File: config.mk
export PLATFORM = sky130hd
export DESIGN_NAME = optt_dist
export DESIGN_NICKNAME = d
export VERILOG_FILES = /design/src/hw/rtl/assert_macros.svh /design/src/hw/rtl/optt_pkg.sv /design/src/hw/rtl/optt_dist.sv
export SDC_FILE = /design/constraint.sdc
export NUM_CORES = 1
export LEC_CHECK = 0
export BUFFER_PORTS_ARGS = -buffer_cell sky130_fd_sc_hd__buf_2
export CORE_MARGIN = 10
export CORE_UTILIZATION = 55
export CTS_CLUSTER_DIAMETER = 60
export DETAILED_ROUTE_END_ITERATION = 6
export PLACE_DENSITY = 0.72
export SLEW_MARGIN = 40
export SYNTH_ARGS = -nofsm -noshare
export SYNTH_HDL_FRONTEND = slang
export SYNTH_SLANG_ARGS = --single-unit
File: constraint.sdc
create_clock -name i_clk -period 12.58 [get_ports i_clk]
set_input_delay 1.258 -clock i_clk [delete_from_list [all_inputs] [get_ports i_clk]]
set_output_delay 1.258 -clock i_clk [all_outputs]
set_load 0.005 [all_outputs]
File: src/hw/rtl/assert_macros.svh
// Assertion macros for the RTL files.
`ifndef ASSERT_MACROS_SVH
`define ASSERT_MACROS_SVH
// Check an implication on every clock edge outside reset.
`define ASSERT_IMPL(label, clk, rst_n, ante, cons) \
    label: assert property (@(posedge clk) disable iff (!rst_n) (ante) |-> (cons)) \
        else $error("assertion failed");
// Check an implication on the next cycle, outside reset.
`define ASSERT_NEXT(label, clk, rst_n, ante, cons) \
    label: assert property (@(posedge clk) disable iff (!rst_n) (ante) |=> (cons)) \
        else $error("assertion failed");
`endif

File: src/hw/rtl/optt_pkg.sv
// Types and constants of the obstacle point trace table.
package optt_pkg;
    localparam logic [1:0] OUT_MERGED   = 2'd0;
    localparam logic [1:0] OUT_ADDED    = 2'd1;
    localparam logic [1:0] OUT_REPLACED = 2'd2;
    localparam logic [1:0] OUT_PRUNED   = 2'd3;
    localparam logic [0:0] ACT_APPEND   = 1'b0;
    localparam logic [0:0] ACT_PRUNE    = 1'b1;
    localparam logic [1:0] REG_SPACING  = 2'd0;
    localparam logic [1:0] REG_TTL      = 2'd1;

    typedef struct packed {
        logic signed [15:0] x;
        logic signed [15:0] y;
        logic [31:0]        seen;
        logic [7:0]         hits;
    } t_point;

    typedef enum logic [2:0] {
        ST_IDLE, ST_SCAN, ST_WAIT, ST_WRITE, ST_DONE
    } t_state;
endpackage

File: src/hw/rtl/optt_dist.sv
// Registered squared-distance unit: two 17x17 squares then a sum.
module optt_dist
    import optt_pkg::*;
(
    input  logic               i_clk,
    input  logic signed [15:0] i_ax,
    input  logic signed [15:0] i_ay,
    input  logic signed [15:0] i_bx,
    input  logic signed [15:0] i_by,
    output logic [32:0]        o_dist
);
    logic signed [16:0] dx, dy;
    logic [33:0] r_sx, r_sy;
    logic [34:0] sum;

    assign dx = 17'(i_ax) - 17'(i_bx);
    assign dy = 17'(i_ay) - 17'(i_by);
    always_ff @(posedge i_clk) begin
        r_sx <= 34'(dx * dx);
        r_sy <= 34'(dy * dy);
    end
    assign sum = 35'(r_sx) + 35'(r_sy);
    assign o_dist = sum[32:0];
endmodule

==> results.cfg, run 1 <==
[status]
status = complete, no violations

[critical_path]
critPathLaunch = i_ay[12]
critical_path_required_ns = 12.78
critPathKind = primary input to register
cp_data_arrival_time_ns = 9.88
crit_path_start_kind = primary input
worstSetupEndpointType = register
critPathMaxFanout = 19
critPathCapture = r_sy[30]

[routing]
wirelength_um = 52600
ant_nets = 0
drt-vias-per-instance = 5.46
drt_iter0_markers = 1144
wl_per_cell_um = 16.2
vias = 17700
drcViolationCount = 0
first_pass_iters = 5

[clocking]
ctsLongestPathBuffers = 2
clkSlewWorstSetupHoldPaths_ns = 0.05
cts.repair.resized = 0
cts_root_buffer = clkbuf_16
hold_buffers = 0
cts_num_sinks = 64
tritoncts = built
postCtsSetupRepairBufs = 0
cts_buffers = 9
htree_levels = 3

[synthesis]
synthCells = 2630
synth_area_per_cell_um2 = 8.92
yosysWarningCount = 0
ys.flop_type = dfxtp_1
synth.yosys.seq_area_share_pct = 5.46
async_reset_ff_share_pct = 0
syn-cell-area_um2 = 23500
synth-xor-area-share_pct = 4.11
yosys.area_share.simple_pct = 12.1
post_synth_fa_ha_maj_area_fraction_pct = 57.0
synthMuxAreaShare_pct = 0.133
synth_top_area_share_pct = 45.2
ys_seq_elements = 64
synthTopCellsByArea = fa_1 45%, ha_1 12%, inv_1 11%
synth_top_family_by_area = adder cells
synth_compound_area_share_pct = 9.15
synth_cell_types = 75
yosys.area.top_type = fa_1
synth_enable_flop_cells = 0
syn-num-nets = 3445

[sta]
worst_slew_pin_slew_ns = 0.804
finalSetupViolations = 0
rsz0062_at_grt = no
max_freq_mhz = 103
slew_violations = 0
fin_crit_ns = 9.68
finalSetupTns_ns = 0
relSlewSlack_pct = 46.4
hold_violations = 0
fin_crit_sh_pct = 76.9

[finish]
multi_input_area_um2 = 19400
final_core_util_pct = 59.1
mostFrequentLayoutCells = 681 x inv_1, 529 x fa_1, 248 x nor2_1
final_common_cell = inv_1
diodes = 0
area_growth_pct = 6.01
fillers = 3725
fin_nets = 3512
final-seq-area_um2 = 1280
instances_no_fill = 3240
drive_above_1_share_pct = 6.41

[die]
die_x_um = 227
initial_core_util_pct = 55.8
rows = 75
core_um2 = 42000
die_y_um = 227
ios = 98
die_area_um2 = 51300

[run]
maxCapViolations = 0

[grt]
grt_pass1_wl_um = 89600
grt_pass1_vias = 19100
grt_max_degree = 23
grt-ovfl-total = 0
grt_usage_pct = 21.4
antenna_found_initial = 1

[hold_path]
hp-class = primary input to register

[placed_design]
dp_hpwl_um = 46100
post-place-cells = 3225
gp_congestion = 0.931
io_buffer_count = 97
-- metrics by stage --
step                worst slack, ns  instance area (um2)  hold WS [ns]
floorplan                      3.90                23500          1.67
global placement               2.81                24500          1.77
detailed placement             2.42                24600          1.78
CTS                            2.74                24800          1.57
global route                   2.36                24900          1.60
finish                         2.90                24900          1.58
-- critical path: stages --
cell and delay, ns:
buf_2 0.10, ha_1 0.36, a21o_1 0.18, a21oi_1 0.32
nand2_1 0.09, a211o_1 0.30, and3_4 0.20, o31ai_4 0.68
inv_2 0.37, nor2_1 0.31, fa_1 0.53, inv_1 0.21
fa_1 0.44, inv_1 0.09, fa_1 0.45, fa_1 0.51
fa_1 0.49, inv_1 0.05, fa_1 0.47, inv_1 0.04
ha_1 0.34, a21oi_1 0.20, nand2_1 0.14, or3_1 0.38
nor3_1 0.59, o21ai_0 0.31, a221oi_1 0.36, nor2_1 0.09
-- worst min-delay path by stage --
stage | start | endpoint | slack, ns | cells past startpoint
floorplan | r_sy[0] | o_dist[0] | 1.67 | 1
global placement | r_sy[0] | o_dist[0] | 1.77 | 2
detailed placement | r_sy[0] | o_dist[0] | 1.78 | 2
CTS | i_by[1] | r_sy[2] | 1.57 | 4
global route | i_by[1] | r_sy[2] | 1.60 | 4
finish | i_by[1] | r_sy[2] | 1.58 | 4
-- state kept, by name, summed over array words and instances, names as in the netlist --
name and flops:
r_sy 32, r_sx 32
-- cells in the mapped netlist (7+ instances only) --
cell and count:
a211o_1 7, a211oi_1 8, a21o_1 35, a21oi_1 85, a31oi_1 15, and3_1 19
buf_2 8, clkbuf_1 54, dfxtp_1 64, fa_1 530, ha_1 220, inv_1 681
nand2_1 192, nand2b_1 26, nand3_1 33, nand4_1 11, nor2_1 249, nor2b_1 19
nor3_1 42, o21a_1 20, o21ai_0 55, o21bai_1 10, o31ai_1 7, or2_2 12
or3_1 9, xnor2_1 77, xor2_1 33
-- per-layer routing --
layer,track usage [%],wire length [um],vias to the layer above
met3,3.76,3590,86
met2,36.7,26100,545
met4,4.03,928,2
met1,28.1,22000,8904
met5,0,13,-
li1,-,-,8157
-- cell families after synthesis --
family | Yosys count
buffers and inverters | 753
adders and majority gates | 750
and+or+nand+nor | 637
AOI/OAI and AO/OA | 313
xor gates and xnor gates | 110
DFF | 64
muxes | 3
-- final cells by class --
type	instances	share of cell area, %
repair buffers	120	2.65
inverters	689	10.4
flip-flops and latches	64	5.15
multi-input cells	1813	77.9
clock buffers	11	0.976
clock inverters	4	0.181
well taps	539	2.71
Power of run 1 is not shown: default switching activity piles up to over one toggle a cycle in this logic, so the estimate is an artifact.
==> inputs of run 2 (changes only) <==
Clock period 12.58 ns to 9.09 ns, I/O delays scaled along.
==> run 2 against run 1 <==
Design area grew 1.2%. Utilization increased by 0.71 points. Cell count increased by 1.2%. Sequential share of layout area shrank 0.061 points. Largest cell class unchanged.
==> results.cfg, run 2 (synthesis gave the netlist of run 1 again) <==
[sta]
slew_violations = 0
fin_crit_sh_pct = 94.5
finalSetupTns_ns = 0
fin_crit_ns = 8.59
finalSetupViolations = 0
worst_slew_pin_slew_ns = 0.776
relSlewSlack_pct = 47.9
rsz0062_at_grt = no
layout_setup_ws_ns = 0.497
whs_ns = 1.24
max_freq_mhz = 116
hold_violations = 0

[clocking]
tritoncts = built
ctsLongestPathBuffers = 2
htree_levels = 3
cts_root_buffer = clkbuf_16
cts_num_sinks = 64
postCtsSetupRepairBufs = 0
hold_buffers = 0
cts_buffers = 9
clkSlewWorstSetupHoldPaths_ns = 0.05

[grt]
grt_usage_pct = 22.0
grt_pass1_wl_um = 92200
antenna_found_initial = 0
grt_pass1_vias = 19100
grt_max_degree = 19
grt-ovfl-total = 0

[die]
die_area_um2 = 51300
rows = 75
die_y_um = 227
ios = 98
core_um2 = 42000
die_x_um = 227
initial_core_util_pct = 55.8

[routing]
drt_iter0_markers = 1105
wl_per_cell_um = 16.3
wirelength_um = 53500
vias = 17800
first_pass_iters = 6
ant_nets = 0
drt-vias-per-instance = 5.43
drcViolationCount = 0

[critical_path]
slowest_delay_ns = 0.57
critPathMaxFanout = 9
critical_path_required_ns = 9.29
slowest_stage = fa_1
cp_data_arrival_time_ns = 8.79
crit_path_start_kind = primary input
worstSetupEndpointType = register
critPathKind = primary input to register

[hold_path]
hp-class = primary input to register
min_delay_path_depth = 4

[finish]
area_growth_pct = 7.28
reg.largest.list = r_sx: 32 flops, r_sy: 32 flops
fillers = 3674
mostFrequentLayoutCells = 681 x inv_1, 529 x fa_1, 249 x nor2_1
fin_nets = 3552
multi_input_area_um2 = 19400
drive_above_1_share_pct = 7.70
final-seq-area_um2 = 1280
final_common_cell = inv_1
diodes = 0
final_area_um2 = 25200

[placed_design]
gp_congestion = 0.950
dp_hpwl_um = 46900
dpl_cell_area_um2 = 24900
dpl_worst_slack_ns = 0.158
io_buffer_count = 97

[status]
status = complete, no violations

[run]
maxCapViolations = 0
-- run 2: path summary, 6_finish.rpt --
| kind | start | to | slack, ns |
|---|---|---|---|
| hold / removal | i_bx[1] | r_sx[2] | 1.24 |
| setup / recovery | i_bx[1] | r_sx[23] | 0.50 |
-- run 2: area by class of cell --
type                       instances  area share (%)
clock buffer                       9           0.895
timing repair buffer             160            3.86
multi-input combinational       1813            77.0
tap                              539            2.68
inverter                         689            10.3
clock inverter                     6           0.244
sequential                        64            5.09
-- run 2: critical path: cells and delay by family --
family / cells / cell delay [ns]
AND/OR/NAND/NOR: 3 / 0.69
XOR/XNOR: 1 / 0.34
buffers and inverters: 8 / 0.65
AO/OA/AOI/OAI: 10 / 2.56
adder cells (fa/ha/maj): 8 / 3.64
-- run 2: timing repair --
item | in CTS | in global routing
gates resized for setup | 0 | 3
endpoints found under the hold margin | 0 | 0
endpoints found under the setup margin | 0 | 7
-- run 2: per-stage QoR --
stage               std cells  util [%]
floorplan                2630         -
global placement         3265      59.1
detailed placement       3265      59.1
CTS                      3280      59.8
global route             3280      59.9
finish                   3280      59.9
-- run 2: per-layer routing --
metal / vias up / GRT usage (%) / part of all wire, %
met4: 0 / 3.55 / 1.6
met3: 74 / 3.37 / 6.7
met5: - / 0 / 0
met1: 8960 / 30.0 / 43
li1: 8249 / - / -
met2: 520 / 36.9 / 49
Power of run 2 is left out for the same reason.
